`src/rtl/core/prt_pkg.sv`:
```
package prt_pkg;

    // command codes of an input item
    localparam logic [1:0] CMD_START = 2'd0;
    localparam logic [1:0] CMD_TICK  = 2'd1;
    localparam logic [1:0] CMD_EDGE  = 2'd2;

    // configuration register indexes
    localparam int        CFG_IDX_W   = 3;
    localparam int        CFG_DATA_W  = 20;
    localparam logic [CFG_IDX_W-1:0] REG_LOCKOUT = 3'd0;
    localparam logic [CFG_IDX_W-1:0] REG_PULSES  = 3'd1;
    localparam logic [CFG_IDX_W-1:0] REG_TIMEOUT = 3'd2;
    localparam logic [CFG_IDX_W-1:0] REG_SCALE   = 3'd3;

    // register reset values
    localparam logic [7:0]  LOCKOUT_RST = 8'd3;
    localparam logic [6:0]  PULSES_RST  = 7'd10;
    localparam logic [15:0] TIMEOUT_RST = 16'd5000;
    localparam logic [19:0] SCALE_RST   = 20'd29967;

    // microseconds per second, multiplier of the speed numerator
    localparam logic [19:0] US_PER_SEC = 20'd1000000;

    // default queue depths
    localparam int JOB_DEPTH_DEF = 2;
    localparam int RES_DEPTH_DEF = 2;

    typedef struct packed {
        logic [1:0]  cmd;
        logic [31:0] time_us;
    } in_t;

    typedef struct packed {
        logic [31:0] speed_q8;
        logic        timed_out;
    } out_t;

    typedef struct packed {
        logic [7:0]  lockout_ticks;
        logic [6:0]  pulses_per_measure;
        logic [15:0] timeout_ticks;
        logic [19:0] scale_q16;
    } cfg_t;

    // one finished measurement handed from front to back
    typedef struct packed {
        logic        timed_out;
        logic [6:0]  count_m1;
        logic [31:0] elapsed;
        logic [19:0] scale_q16;
    } job_t;

endpackage

```
`src/rtl/core/prt_fifo.sv`:
```
module prt_fifo #(
    parameter int WIDTH = 8,
    parameter int DEPTH = 2
) (
    input  logic             clk,
    input  logic             rst_n,
    input  logic             wr_en,
    input  logic [WIDTH-1:0] wr_data,
    output logic             full,
    input  logic             rd_en,
    output logic [WIDTH-1:0] rd_data,
    output logic             empty
);

    localparam int PTR_W = (DEPTH > 1) ? $clog2(DEPTH) : 1;
    localparam int CNT_W = $clog2(DEPTH + 1);
    localparam logic [PTR_W-1:0] PTR_LAST = PTR_W'(DEPTH - 1);
    localparam logic [CNT_W-1:0] CNT_FULL = CNT_W'(DEPTH);

    logic [WIDTH-1:0] mem_reg [DEPTH];
    logic [PTR_W-1:0] wr_ptr_reg, wr_ptr_next;
    logic [PTR_W-1:0] rd_ptr_reg, rd_ptr_next;
    logic [CNT_W-1:0] count_reg, count_next;
    logic             do_wr, do_rd;

    assign full    = (count_reg == CNT_FULL);
    assign empty   = (count_reg == '0);
    assign do_wr   = wr_en && !full;
    assign do_rd   = rd_en && !empty;
    assign rd_data = mem_reg[rd_ptr_reg];

    // pointer and fill count update
    always_comb
    begin
        wr_ptr_next = wr_ptr_reg;
        rd_ptr_next = rd_ptr_reg;
        count_next  = count_reg;
        if (do_wr)
        begin
            wr_ptr_next = (wr_ptr_reg == PTR_LAST) ? '0 : wr_ptr_reg + 1'b1;
        end
        if (do_rd)
        begin
            rd_ptr_next = (rd_ptr_reg == PTR_LAST) ? '0 : rd_ptr_reg + 1'b1;
        end
        if (do_wr && !do_rd)
        begin
            count_next = count_reg + 1'b1;
        end
        else if (do_rd && !do_wr)
        begin
            count_next = count_reg - 1'b1;
        end
    end

    always_ff @(posedge clk or negedge rst_n)
    begin
        if (!rst_n)
        begin
            wr_ptr_reg <= '0;
            rd_ptr_reg <= '0;
            count_reg  <= '0;
        end
        else
        begin
            wr_ptr_reg <= wr_ptr_next;
            rd_ptr_reg <= rd_ptr_next;
            count_reg  <= count_next;
        end
    end

    // storage, no reset
    always_ff @(posedge clk)
    begin
        if (do_wr)
        begin
            mem_reg[wr_ptr_reg] <= wr_data;
        end
    end

endmodule

```
`src/rtl/core/prt_front.sv`:
```
module prt_front (
    input  logic          clk,
    input  logic          rst_n,
    input  logic          accept,
    input  prt_pkg::in_t  item,
    input  prt_pkg::cfg_t cfg,
    output logic          job_push,
    output prt_pkg::job_t job
);

    import prt_pkg::*;

    logic        armed_reg, armed_next;
    logic [15:0] tick_reg, tick_next;
    logic [15:0] last_reg, last_next;
    logic [6:0]  edge_reg, edge_next;
    logic [31:0] first_reg, first_next;

    logic [15:0] tick_inc;
    logic [15:0] since;
    logic [6:0]  edge_inc;
    logic [31:0] first_eff;

    assign tick_inc  = (tick_reg == 16'hFFFF) ? tick_reg : tick_reg + 16'd1;
    assign since     = tick_reg - last_reg;
    assign edge_inc  = edge_reg + 7'd1;
    assign first_eff = (edge_inc == 7'd1) ? item.time_us : first_reg;

    // classify the item and update the measurement state
    always_comb
    begin
        armed_next = armed_reg;
        tick_next  = tick_reg;
        last_next  = last_reg;
        edge_next  = edge_reg;
        first_next = first_reg;
        job_push   = 1'b0;
        job        = '{timed_out: 1'b0, count_m1: edge_reg, elapsed: '0,
                       scale_q16: cfg.scale_q16};
        if (accept)
        begin
            unique case (item.cmd)
                CMD_START:
                begin
                    armed_next = 1'b1;
                    tick_next  = '0;
                    last_next  = '0;
                    edge_next  = '0;
                    first_next = '0;
                end
                CMD_TICK:
                begin
                    if (armed_reg)
                    begin
                        tick_next = tick_inc;
                        if (tick_inc >= cfg.timeout_ticks)
                        begin
                            armed_next    = 1'b0;
                            job_push      = 1'b1;
                            job.timed_out = 1'b1;
                        end
                    end
                end
                CMD_EDGE:
                begin
                    if (armed_reg && (since >= {8'd0, cfg.lockout_ticks}))
                    begin
                        last_next  = tick_reg;
                        edge_next  = edge_inc;
                        first_next = first_eff;
                        if (edge_inc >= cfg.pulses_per_measure)
                        begin
                            job_push     = 1'b1;
                            job.count_m1 = edge_inc - 7'd1;
                            job.elapsed  = item.time_us - first_eff;
                            armed_next   = 1'b0;
                            tick_next    = '0;
                            last_next    = '0;
                            edge_next    = '0;
                            first_next   = '0;
                        end
                    end
                end
                default:
                begin
                    // unused command, ignored
                end
            endcase
        end
    end

    always_ff @(posedge clk or negedge rst_n)
    begin
        if (!rst_n)
        begin
            armed_reg <= 1'b0;
            tick_reg  <= '0;
            last_reg  <= '0;
            edge_reg  <= '0;
            first_reg <= '0;
        end
        else
        begin
            armed_reg <= armed_next;
            tick_reg  <= tick_next;
            last_reg  <= last_next;
            edge_reg  <= edge_next;
            first_reg <= first_next;
        end
    end

endmodule

```
`src/rtl/core/prt_back.sv`:
```
module prt_back (
    input  logic          clk,
    input  logic          rst_n,
    input  logic          job_empty,
    input  prt_pkg::job_t job,
    output logic          job_pop,
    input  logic          res_full,
    output logic          res_push,
    output prt_pkg::out_t res
);

    import prt_pkg::*;

    localparam int PROD_W = $bits(job.scale_q16) + $bits(job.count_m1);
    localparam int NUM_W  = PROD_W + $bits(US_PER_SEC);
    localparam int Q_W    = 32;
    localparam int HI_W   = NUM_W - 8 - Q_W;
    localparam int STEP_W = $clog2(Q_W);
    localparam logic [STEP_W-1:0] STEP_LAST = STEP_W'(Q_W - 1);

    localparam logic [2:0] ST_IDLE  = 3'd0;
    localparam logic [2:0] ST_MUL1  = 3'd1;
    localparam logic [2:0] ST_MUL2  = 3'd2;
    localparam logic [2:0] ST_SETUP = 3'd3;
    localparam logic [2:0] ST_DIV   = 3'd4;
    localparam logic [2:0] ST_DONE  = 3'd5;

    logic [2:0]        state_reg, state_next;
    logic [STEP_W-1:0] step_reg, step_next;
    job_t              job_reg, job_next;
    logic [PROD_W-1:0] prod_reg, prod_next;
    logic [NUM_W-1:0]  num_reg, num_next;
    logic [Q_W-1:0]    rem_reg, rem_next;
    logic [Q_W-1:0]    quo_reg, quo_next;
    out_t              res_reg, res_next;

    logic [HI_W-1:0]   num_hi;
    logic [Q_W:0]      trial;
    logic [Q_W:0]      trial_sub;
    logic              trial_ge;

    // numerator shifted right by 8 splits into a high part and the dividend bits
    assign num_hi    = num_reg[NUM_W-1 -: HI_W];
    assign trial     = {rem_reg, quo_reg[Q_W-1]};
    assign trial_sub = trial - {1'b0, job_reg.elapsed};
    assign trial_ge  = (trial >= {1'b0, job_reg.elapsed});

    assign job_pop  = (state_reg == ST_IDLE) && !job_empty;
    assign res_push = (state_reg == ST_DONE);
    assign res      = res_reg;

    // sequencer: two multiplies, saturation check, one quotient bit per cycle
    always_comb
    begin
        state_next = state_reg;
        step_next  = step_reg;
        job_next   = job_reg;
        prod_next  = prod_reg;
        num_next   = num_reg;
        rem_next   = rem_reg;
        quo_next   = quo_reg;
        res_next   = res_reg;
        unique case (state_reg)
            ST_IDLE:
            begin
                if (!job_empty)
                begin
                    job_next = job;
                    if (job.timed_out)
                    begin
                        res_next   = '{speed_q8: '0, timed_out: 1'b1};
                        state_next = ST_DONE;
                    end
                    else
                    begin
                        state_next = ST_MUL1;
                    end
                end
            end
            ST_MUL1:
            begin
                prod_next  = PROD_W'({7'd0, job_reg.scale_q16} * {20'd0, job_reg.count_m1});
                state_next = ST_MUL2;
            end
            ST_MUL2:
            begin
                num_next   = NUM_W'({{(NUM_W-PROD_W){1'b0}}, prod_reg}
                                    * {{(NUM_W-$bits(US_PER_SEC)){1'b0}}, US_PER_SEC});
                state_next = ST_SETUP;
            end
            ST_SETUP:
            begin
                // quotient of 2^32 or more, or zero elapsed time, saturates
                if ({{(Q_W-HI_W){1'b0}}, num_hi} >= job_reg.elapsed)
                begin
                    res_next   = '{speed_q8: '1, timed_out: 1'b0};
                    state_next = ST_DONE;
                end
                else
                begin
                    rem_next   = {{(Q_W-HI_W){1'b0}}, num_hi};
                    quo_next   = num_reg[8 +: Q_W];
                    step_next  = '0;
                    state_next = ST_DIV;
                end
            end
            ST_DIV:
            begin
                rem_next  = trial_ge ? trial_sub[Q_W-1:0] : trial[Q_W-1:0];
                quo_next  = {quo_reg[Q_W-2:0], trial_ge};
                step_next = step_reg + 1'b1;
                if (step_reg == STEP_LAST)
                begin
                    res_next   = '{speed_q8: quo_next, timed_out: 1'b0};
                    state_next = ST_DONE;
                end
            end
            ST_DONE:
            begin
                if (!res_full)
                begin
                    state_next = ST_IDLE;
                end
            end
            default:
            begin
                state_next = ST_IDLE;
            end
        endcase
    end

    always_ff @(posedge clk or negedge rst_n)
    begin
        if (!rst_n)
        begin
            state_reg <= ST_IDLE;
            step_reg  <= '0;
        end
        else
        begin
            state_reg <= state_next;
            step_reg  <= step_next;
        end
    end

    // datapath registers, no reset
    always_ff @(posedge clk)
    begin
        job_reg  <= job_next;
        prod_reg <= prod_next;
        num_reg  <= num_next;
        rem_reg  <= rem_next;
        quo_reg  <= quo_next;
        res_reg  <= res_next;
    end

    // timeout result always carries zero speed
    assert property (@(posedge clk) disable iff (!rst_n)
        res_push && res.timed_out |-> res.speed_q8 == '0)
        else $error("timeout result with nonzero speed");

    // partial remainder stays below the divisor during division
    assert property (@(posedge clk) disable iff (!rst_n)
        state_reg == ST_DIV |-> rem_reg < job_reg.elapsed)
        else $error("division remainder out of range");

    // a delivered result returns the sequencer to idle
    assert property (@(posedge clk) disable iff (!rst_n)
        res_push && !res_full |=> state_reg == ST_IDLE)
        else $error("sequencer did not return to idle after transfer");

endmodule

```
`src/rtl/core/pulse_rate_tachometer.sv`:
```
// Pulse rate tachometer. A start item arms one measurement, tick items count milliseconds
// and edge items carry microsecond timestamps; an edge counts only after the lockout number
// of ticks since the last counted edge. Once pulses_per_measure edges are counted the block
// queues speed_q8 = (edges-1)*1e6*scale_q16/(elapsed*256), saturated at all ones, or on
// reaching timeout_ticks a result with timed_out set and zero speed. The front takes one
// input item per cycle while full is low and decides it in that cycle; finished
// measurements wait in a job queue (JOB_DEPTH deep) for the back, whose multiply and
// restoring divider form a speed result; a timeout job goes straight to done. full rises
// only while the job queue is full; results wait in a RES_DEPTH deep queue until popped.
module pulse_rate_tachometer #(
    parameter int JOB_DEPTH = prt_pkg::JOB_DEPTH_DEF,
    parameter int RES_DEPTH = prt_pkg::RES_DEPTH_DEF
) (
    input  logic                            clk,
    input  logic                            rst_n,
    input  logic                            push,
    output logic                            full,
    input  prt_pkg::in_t                    item,
    output logic                            empty,
    input  logic                            pop,
    output prt_pkg::out_t                   result,
    input  logic                            cfg_we,
    input  logic [prt_pkg::CFG_IDX_W-1:0]   cfg_index,
    input  logic [prt_pkg::CFG_DATA_W-1:0]  cfg_data
);

    import prt_pkg::*;

    localparam int JOB_W = $bits(job_t);
    localparam int RES_W = $bits(out_t);

    cfg_t             cfg_reg;
    logic             accept;
    logic             job_push;
    job_t             job_in;
    logic             job_full;
    logic             job_empty;
    logic             job_pop;
    logic [JOB_W-1:0] job_bits;
    job_t             job_head;
    logic             res_push;
    logic             res_full;
    out_t             res_in;
    logic [RES_W-1:0] res_bits;

    // configuration registers
    always_ff @(posedge clk or negedge rst_n)
    begin
        if (!rst_n)
        begin
            cfg_reg <= '{lockout_ticks: LOCKOUT_RST, pulses_per_measure: PULSES_RST,
                         timeout_ticks: TIMEOUT_RST, scale_q16: SCALE_RST};
        end
        else if (cfg_we)
        begin
            unique case (cfg_index)
                REG_LOCKOUT: cfg_reg.lockout_ticks      <= cfg_data[7:0];
                REG_PULSES:  cfg_reg.pulses_per_measure <= cfg_data[6:0];
                REG_TIMEOUT: cfg_reg.timeout_ticks      <= cfg_data[15:0];
                REG_SCALE:   cfg_reg.scale_q16          <= cfg_data[19:0];
                default:
                begin
                    // index beyond the register list, ignored
                end
            endcase
        end
    end

    // input transfer
    assign full   = job_full;
    assign accept = push && !full;

    prt_front u_front (
        .clk      (clk),
        .rst_n    (rst_n),
        .accept   (accept),
        .item     (item),
        .cfg      (cfg_reg),
        .job_push (job_push),
        .job      (job_in)
    );

    prt_fifo #(
        .WIDTH (JOB_W),
        .DEPTH (JOB_DEPTH)
    ) u_job_fifo (
        .clk     (clk),
        .rst_n   (rst_n),
        .wr_en   (job_push),
        .wr_data (job_in),
        .full    (job_full),
        .rd_en   (job_pop),
        .rd_data (job_bits),
        .empty   (job_empty)
    );

    assign job_head = job_bits;

    prt_back u_back (
        .clk       (clk),
        .rst_n     (rst_n),
        .job_empty (job_empty),
        .job       (job_head),
        .job_pop   (job_pop),
        .res_full  (res_full),
        .res_push  (res_push),
        .res       (res_in)
    );

    prt_fifo #(
        .WIDTH (RES_W),
        .DEPTH (RES_DEPTH)
    ) u_res_fifo (
        .clk     (clk),
        .rst_n   (rst_n),
        .wr_en   (res_push),
        .wr_data (res_in),
        .full    (res_full),
        .rd_en   (pop),
        .rd_data (res_bits),
        .empty   (empty)
    );

    assign result = res_bits;

endmodule

```
`config.mk`:
```
export PLATFORM = sky130hd
export DESIGN_NAME = pulse_rate_tachometer
export DESIGN_NICKNAME = d
export VERILOG_FILES = /design/src/rtl/core/prt_pkg.sv /design/src/rtl/core/prt_fifo.sv /design/src/rtl/core/prt_front.sv /design/src/rtl/core/prt_back.sv /design/src/rtl/core/pulse_rate_tachometer.sv
export SDC_FILE = /design/constraint.sdc
export NUM_CORES = 2
export LEC_CHECK = 0
export ABC_AREA = 1
export BUFFER_PORTS_ARGS = -buffer_cell sky130_fd_sc_hd__buf_2
export CAP_MARGIN = 25
export CORE_MARGIN = 8
export CORE_UTILIZATION = 30
export DETAILED_ROUTE_END_ITERATION = 10
export PLACE_DENSITY = 0.46
export SLEW_MARGIN = 5
export SYNTH_ARGS = -nofsm -noshare
export SYNTH_HDL_FRONTEND = slang
export SYNTH_SLANG_ARGS = --single-unit
```
`constraint.sdc`:
```
create_clock -name clk -period 7.6 [get_ports clk]
set_clock_uncertainty 0.05 [all_clocks]
set_input_delay 0.38 -clock clk [delete_from_list [all_inputs] [get_ports clk]]
set_output_delay 0.38 -clock clk [all_outputs]
set_load 0.1 [all_outputs]
```
# Yosys cells after proc, flatten, opt, wreduce, memory -nomap -nowiden
# Memory sizes are Yosys's and may differ from the RTL's.
# Cells that the tools add are included.
[word_totals] register_bits=363 ramBits=186 output_inout_bits=35 elab_cells=175 n_memories=2
[memory_table] name="u_job_fifo.mem_reg" depth=2 width=60 read_ports=1 rd_clocked_by_memory_dff=0 write_ports=1 line="prt_fifo.sv:20" source="logic [WIDTH-1:0] mem_reg [DEPTH];"
[memory_table] name="u_res_fifo.mem_reg" depth=2 width=33 read_ports=1 rd_clocked_by_memory_dff=0 write_ports=1 line="prt_fifo.sv:20"
[op_classes] n_addsub=15 mul=2 n_lt_le_gt_ge=5 eq_ne=24 mux=59 bitwise=1 reduce_logical=41
[op_table] operator="32-bit 2-to-1 mux" n=6
[op_table] operator="32-bit case mux with 2 select lines" n=3
[op_table] operator="33-bit 2-to-1 mux" n=4
[op_table] operator="39-bit 2-to-1 mux" n=3
[op_table] operator="33-bit case mux with 3 select lines" n=1
[op_table] operator="16-bit 2-to-1 mux" n=4
[op_table] operator="32-bit subtractor" n=2
[op_table] operator="16-bit case mux with 3 select lines" n=1
[op_table] operator="27-bit by 14-bit multiplier with 41-bit output, second input constant" n=1
[op_table] operator="40-bit 2-to-1 mux" n=1
[op_table] operator="33-bit by 32-bit greater-or-equal comparator with 1-bit output" n=1
[op_table] operator="7-bit by 32-bit greater-or-equal comparator with 1-bit output" n=1
[op_table] operator="16-bit case mux with 2 select lines" n=1
[op_table] operator="20-bit by 7-bit multiplier with 27-bit output" n=1
[op_table] operator="1-bit 2-to-1 mux" n=19
[op_table] operator="3-bit case mux with 6 select lines" n=1
[op_table] operator="16-bit by 1-bit adder with 16-bit output, second input constant" n=1
[op_table] operator="16-bit == test, second input constant" n=1
[op_table] operator="16-bit greater-or-equal comparator" n=1
[op_table] operator="16-bit by 8-bit greater-or-equal comparator with 1-bit output" n=1
[op_table] operator="16-bit subtractor" n=1
[op_table] operator="7-bit 2-to-1 mux" n=2
[op_table] operator="7-bit case mux with 2 select lines" n=1
[op_table] operator="3-bit by 2-bit == test with 1-bit output, second input constant" n=4
[op_table] operator="32 further kinds" n=85

# Logic depth before layout (Yosys ltp)
[depth] depth_word=12 mapped_depth=28

# Cells and area by module
# A second synthesis with hierarchy kept.
[unflattened] hier_cells=4814 hier_area_um2=40397.5
[modules_own_cells] module="prt_back" instances=1 cells_per_inst=2483 area_per_inst_um2=21694.6
[modules_own_cells] module="prt_front" instances=1 cells_per_inst=1551 area_per_inst_um2=9390.3
[modules_own_cells] module="prt_fifo at u_job_fifo" instances=1 cells_per_inst=345 area_per_inst_um2=4598.2
[modules_own_cells] module="prt_fifo at u_res_fifo" instances=1 cells_per_inst=204 area_per_inst_um2=2641.3
[modules_own_cells] module="pulse_rate_tachometer" instances=1 cells_per_inst=231 area_per_inst_um2=2073.2

# Worst setup path after synthesis
# Ideal clock, no wire load.
[synth_path] path_type="reg2reg" start="register u_front.tick_reg[1]" end="memory u_job_fifo.mem_reg[1][0] in the netlist's numbering (enable)" setup_time_ns=0.478 arrival_time_ns=4.963 required_ns=7.072 slack_ns=2.109 stages_incl_launch_ff=19 path_buffers=0 path_cell_list="dfrtp_1 -> ha_1 -> nand2_1 -> nor3_2 -> nand2_1 -> nor2_1 -> nand2_1 -> nand2_1 -> xor2_1 -> ha_1 -> nand2_1 -> o21ai_0 -> inv_1 -> o21a_1 -> nand3_1 -> nand3_1 -> nand2_1 -> nand2_1 -> nor2_1"
[synth_between] elab_chain_cells=10 elab_cells_between_ends=15 classes_between="add/sub (2); order compare (2); eq/ne (1); mux (8); reduce/logical (2)"
[synth_lines] element="start: declaration" line="prt_front.sv:14" source="logic [15:0] tick_reg, tick_next;"
[synth_lines] element="start signal: assignment" line="prt_front.sv:105" source="tick_reg <= tick_next;"
[synth_lines] element="16-bit by 1-bit adder with 16-bit output or 16-bit == test (tied branches)" line="prt_front.sv:24" source="assign tick_inc = (tick_reg == 16'hFFFF) ? tick_reg : tick_reg + 16'd1;"
[synth_lines] element="16-bit 2-to-1 mux" line="prt_front.sv:24"
[synth_lines] element="16-bit greater-or-equal comparator" line="prt_front.sv:56" source="if (tick_inc >= cfg.timeout_ticks)"
[synth_lines] element="1-bit 2-to-1 mux" line="prt_front.sv:56"
[synth_lines] element="1-bit 2-to-1 mux" line="prt_front.sv:53" source="if (armed_reg)"
[synth_lines] element="1-bit case mux with 2 select lines (*)" line="prt_front.sv:42" source="unique case (item.cmd)"
[synth_lines] element="1-bit 2-to-1 mux (*)" line="prt_front.sv:40" source="if (accept)"
[synth_lines] element="1-bit logical AND (*)" line="prt_fifo.sv:28" source="assign do_wr = wr_en && !full;"
[synth_lines] element="1-bit 2-to-1 mux (*)" line="prt_fifo.sv:75" source="if (do_wr)"
[synth_lines] element="1-bit 2-to-1 mux (implied by the code) (*)" line="prt_fifo.sv:77" source="mem_reg[wr_ptr_reg] <= wr_data;"
[synth_lines] element="end: declaration" line="prt_fifo.sv:20"
# Every way passes the cells marked *; elsewhere a longest branch is shown, timed or not.

# Worst setup path after layout
[layout_path] start="register u_back.prod_reg[14]" end="register u_back.num_reg[41] (data pin)"
[layout_between] elab_chain_cells=1
[layout_lines] element="start: declaration" line="prt_back.sv:31" source="logic [PROD_W-1:0] prod_reg, prod_next;"
[layout_lines] element="start signal: assignment" line="prt_back.sv:150" source="prod_reg <= prod_next;"
[layout_lines] element="27-bit by 14-bit multiplier with 41-bit output" line="prt_back.sv:88" source="* {{(NUM_W-$bits(US_PER_SEC)){1'b0}}, US_PER_SEC});"
[layout_lines] element="end signal: assignment" line="prt_back.sv:151" source="num_reg <= num_next;"
[layout_lines] element="end: declaration" line="prt_back.sv:32" source="logic [NUM_W-1:0] num_reg, num_next;"
# Every way passes these cells.
# A chain may end at the register's enable or synchronous reset.

==> metrics.md <==
| Metric | Value |
|---|---|
| Proportion of power drawn by combinational gates | `55.3%` |
| NetSw | `8.138 mW` |
| Final RePlAce weighted congestion | `0.8732` |
| Global-route track usage on met2 | `21.74%` |
| Number of nets with antenna violations after routing | `0` |
| Data required time at the worst endpoint | `7.93 ns` |
| Port bufs | `96` |
| Clock sink count | `547` |
| Number of H-tree levels | `3` |
| Final Hold Viols | `0` |
| CP Max Fanout | `5` |
| Sequential cell area fraction in the yosys report | `41.73%` |
| Ranking of synthesized cells by area | `sky130_fd_sc_hd__edfxtp_1 32%, sky130_fd_sc_hd__nand2_1 12%, sky130_fd_sc_hd__fa_1 11%` |
| Mean post-synth cell area | `9.131 µm²` |
| Horizontal extent of the die | `370.7 µm` |
| Routed via count | `27.03k` |
| Setup repair after global routing missed its margin | `false` |
| Most repeated cell in the gate-level netlist after synthesis | `sky130_fd_sc_hd__nand2_1` |
| Layout net count | `4807` |
| Startpoint-to-endpoint class of the critical path | `flip-flop to flip-flop` |
| Detailed-router iteration count before antenna repair | `6` |
| Post-place setup slack | `1.822 ns` |
| Max Clk Rate | `0.1729 GHz` |
| Sequential share of power | `26.7%` |
| Accumulated negative setup slack | `0 ns` |
| Cell type with the highest aggregate area in the netlist | `sky130_fd_sc_hd__edfxtp_1` |
| Footprint of the flip-flops and latches | `0.01575 mm²` |
| Number of core rows | `130` |
| Cell variety after synth | `51` |
| Headroom to the max-slew limit | `36.76%` |
| Met3 Resource Use GR | `2.032%` |
| Kind of path behind the tightest hold check | `input port to flip-flop` |
| Routed length per instance | `15.76 µm` |
| DRT Wirelength | `a little over 90000 µm` |
| Cell count after synthesis | `4134` |
| Most instantiated flip-flop cell in the synthesis netlist | `sky130_fd_sc_hd__edfxtp_1` |
| Kind of start point of the critical path | `flip-flop` |
| Total CTS buffers | `67` |
| Post-route worst setup slack | `1.818 ns` |
| Starting density of the core | `30.14%` |
| Endpoint class of the critical path | `flip-flop` |
| Longest Clk Path Bufs | `3` |
| Ratio of final minimum period to clock period | `76.08%` |
| Skew-Pair Late Insertion Delay | `0.64 ns` |
| Number of instances on the worst hold path | `3` |
| First-iteration detailed-routing DRC count | `1369` |
| Worst r2r path cells | `19` |
| Avg Vias per Cell | `4.553` |
| Wire length of the first global-routing pass | `around 150000 µm` |
| Die area | `0.1374 mm²` |
| Clk slew on worst S/H paths | `0.06 ns` |
| Synth top area share | `32.46%` |
| Die height | `370.7 µm` |
| Signal arrival time at the worst endpoint | `6.11 ns` |
| Total Routing Usage GR | `between 10% and 20%` |
| Ratio of cells with drive above 1 in the final layout | `6.651%` |
| Post-detailed-placement half-perimeter wirelength | `70400 µm` |
| I/O pin count | `97` |
| Fin Hold WS | `0.05367 ns` |
| Power density relative to cell area | `415.0 mW/mm²` |
| Most heavily used metal layer in global routing | `met2` |
| Switching power share of the total | `~46%` |
| Area of the multi-input gates | `0.01921 mm²` |
| Met1 track demand over resource in global routing | `19.03%` |
| Actual transition at the worst max-transition pin | `0.9473 ns` |
| Design internal power | `9.443 mW` |
| Number of max-capacitance violations reported | `0` |
| Async set or reset register ratio after synthesis | `25.41%` |
| Minimum period implied by the final worst setup slack | `around 5.8 ns` |
| Clock tree from TritonCTS | `built` |
| Maximum number of pins on one net before global-route repair | `slightly above 80` |
| Maximum vdd drop | `around 0.23 mV` |
| Initial antenna violation count | `1` |
| Synthesis warning total | `0` |
| Net count after synthesis | `between 4k and 5k` |
| Post-layout util | `33.82%` |
| Seq cells post-synth | `between 500 and 600` |
| Number of endpoints failing setup at the final stage | `0` |
| Outcome | `finished, final reports clean` |
| Number of DRC violations after detailed routing | `0` |
| Area overhead of the layout relative to synthesis | `12.22%` |
| Number of filler cells placed in the layout | `13.01k` |
| Residual overflow from global routing | `0` |
| Number of flip-flops in the largest register | `120` |
| Fin. max-slew vios | `0` |
| Synth Cell Area | `0.03775 mm²` |
| Tot Pwr | `between 15 and 20 mW` |
| CTS Root Cell | `sky130_fd_sc_hd__clkbuf_16` |
| Number of enable-type register cells in the synthesized netlist | `408` |
| Area of the core | `0.1252 mm²` |
| Part of the power in the clock network | `18.0%` |
| Vias in the first global route | `27.38k` |
| Top cells by instance count after synthesis | `1161 x sky130_fd_sc_hd__nand2_1, 602 x sky130_fd_sc_hd__inv_1, 408 x sky130_fd_sc_hd__edfxtp_1` |
| Setup Buffers After CTS | `0` |
| Leakage | `between 15 and 20 nW` |
## routing by layer
layer / wire (µm) / share of wire [%]
met2: 41910 / 45
met5: 0 / 0
met3: 2759 / 2.9
met1: 46290 / 49
met4: 2597 / 2.8
## power groups by stage
stage | sequential (mW) | clock (mW) | combinational, mW
finish | 4.70 | 3.16 | 9.72
global route | 4.76 | 3.39 | 11.1
CTS | 4.70 | 3.27 | 9.87
detailed placement | 4.75 | 0 | 9.79
global placement | 4.75 | 0 | 9.83
floorplan | 4.67 | 0 | 7.43
## kinds of logic (layout without fill, tap and decap cells)
kind of cell               after synthesis  after routing  share of synthesized area [%]
AOI/OAI and AO/OA                      499            499                          7.302
DFF                                    547            547                          41.73
xor gates and xnor gates               134            134                          3.109
muxes                                   35             35                         0.9414
adders and majority gates              512            512                          20.99
and+or+nand+nor                       1690           1690                          18.43
other                                    0              1                              0
buffers and inverters                  717            868                          7.495
## layout make-up
class                      count  share of cell area (%)
clock buffer                  83                   4.174
clock inverter                38                  0.9098
timing repair buffer         138                   2.088
tap                         1650                   4.874
sequential                   547                   37.19
antenna                        1                0.005908
inverter                     609                   5.397
multi-input combinational   2870                   45.36
## worst max-delay path, stage by stage (launching register included)
cell and delay (ns):
sky130_fd_sc_hd__edfxtp_1 0.48, sky130_fd_sc_hd__inv_1 0.31, sky130_fd_sc_hd__fa_1 0.52, sky130_fd_sc_hd__fa_1 0.55, sky130_fd_sc_hd__inv_1 0.06, sky130_fd_sc_hd__fa_1 0.56, sky130_fd_sc_hd__fa_1 0.43, sky130_fd_sc_hd__ha_1 0.29
sky130_fd_sc_hd__inv_1 0.05, sky130_fd_sc_hd__fa_1 0.51, sky130_fd_sc_hd__inv_1 0.05, sky130_fd_sc_hd__ha_1 0.38, sky130_fd_sc_hd__a21o_1 0.23, sky130_fd_sc_hd__a31oi_1 0.27, sky130_fd_sc_hd__a21boi_0 0.24, sky130_fd_sc_hd__nand3_1 0.15
sky130_fd_sc_hd__nand2_1 0.08, sky130_fd_sc_hd__nand2_1 0.08, sky130_fd_sc_hd__a21oi_1 0.17, sky130_fd_sc_hd__xnor2_1 0.08
## placed cells by master (no fill, tap or decap), types with 5 or more instances in the layout
master / n
sky130_fd_sc_hd__dfstp_2: 18
sky130_fd_sc_hd__nand4_1: 114
sky130_fd_sc_hd__inv_2: 6
sky130_fd_sc_hd__nor2_2: 5
sky130_fd_sc_hd__o21ai_0: 174
sky130_fd_sc_hd__edfxtp_1: 408
sky130_fd_sc_hd__buf_4: 24
sky130_fd_sc_hd__nand3b_1: 5
sky130_fd_sc_hd__a21o_1: 18
sky130_fd_sc_hd__dfrtp_1: 120
sky130_fd_sc_hd__o21a_1: 12
sky130_fd_sc_hd__o211ai_1: 6
sky130_fd_sc_hd__clkbuf_16: 68
sky130_fd_sc_hd__a31oi_1: 27
sky130_fd_sc_hd__mux2i_1: 31
sky130_fd_sc_hd__clkinv_1: 17
sky130_fd_sc_hd__clkinvlp_4: 7
sky130_fd_sc_hd__nand2_1: 1160
sky130_fd_sc_hd__nor4_1: 8
sky130_fd_sc_hd__nand3_1: 86
sky130_fd_sc_hd__o21bai_1: 19
sky130_fd_sc_hd__xnor2_1: 48
sky130_fd_sc_hd__xor2_1: 86
sky130_fd_sc_hd__nor3_2: 6
sky130_fd_sc_hd__buf_2: 96
sky130_fd_sc_hd__clkbuf_1: 14
sky130_fd_sc_hd__a21oi_1: 212
sky130_fd_sc_hd__nor2_1: 252
sky130_fd_sc_hd__fa_1: 202
sky130_fd_sc_hd__nand2_2: 6
sky130_fd_sc_hd__clkinv_4: 5
sky130_fd_sc_hd__nor3_1: 32
sky130_fd_sc_hd__ha_1: 310
sky130_fd_sc_hd__a21boi_0: 9
sky130_fd_sc_hd__inv_1: 599
sky130_fd_sc_hd__dlygate4sd3_1: 13
## metrics by stage
step / std cells / area [µm²]
6_report: 5936 / 42360
2_1_floorplan: 4134 / 37750
5_1_grt: 5935 / 42360
3_3_place_gp: 5796 / 40000
3_5_place_dp: 5799 / 40040
4_1_cts: 5933 / 42320
## worst paths after layout
check,to,slack [ns],start
max,u_back.num_reg[41]$_DFFE_PP_,1.82,u_back.prod_reg[14]$_DFFE_PP_
min,u_res_fifo.rd_ptr_reg$_DFFE_PN0P_,0.05,pop
max reg2reg,u_back.num_reg[41]$_DFFE_PP_,1.82,u_back.prod_reg[14]$_DFFE_PP_
min reg2reg,u_res_fifo.mem_reg[0][32]$_DFFE_PP_,0.39,u_back.res[32]$_DFFE_PP_
max in group asynchronous,cfg_reg[6]$_DFFE_PN0P_,5.73,rst_n
min in group asynchronous,u_front.first_reg[31]$_DFFE_PN0P_,0.35,rst_n
## timing repair
item / in CTS / in global routing
hold endpoints to repair: 97 / 0
gates resized for setup: 0 / 0
hold buffers: 13 / 0
(Power assumes the default switching activity.)
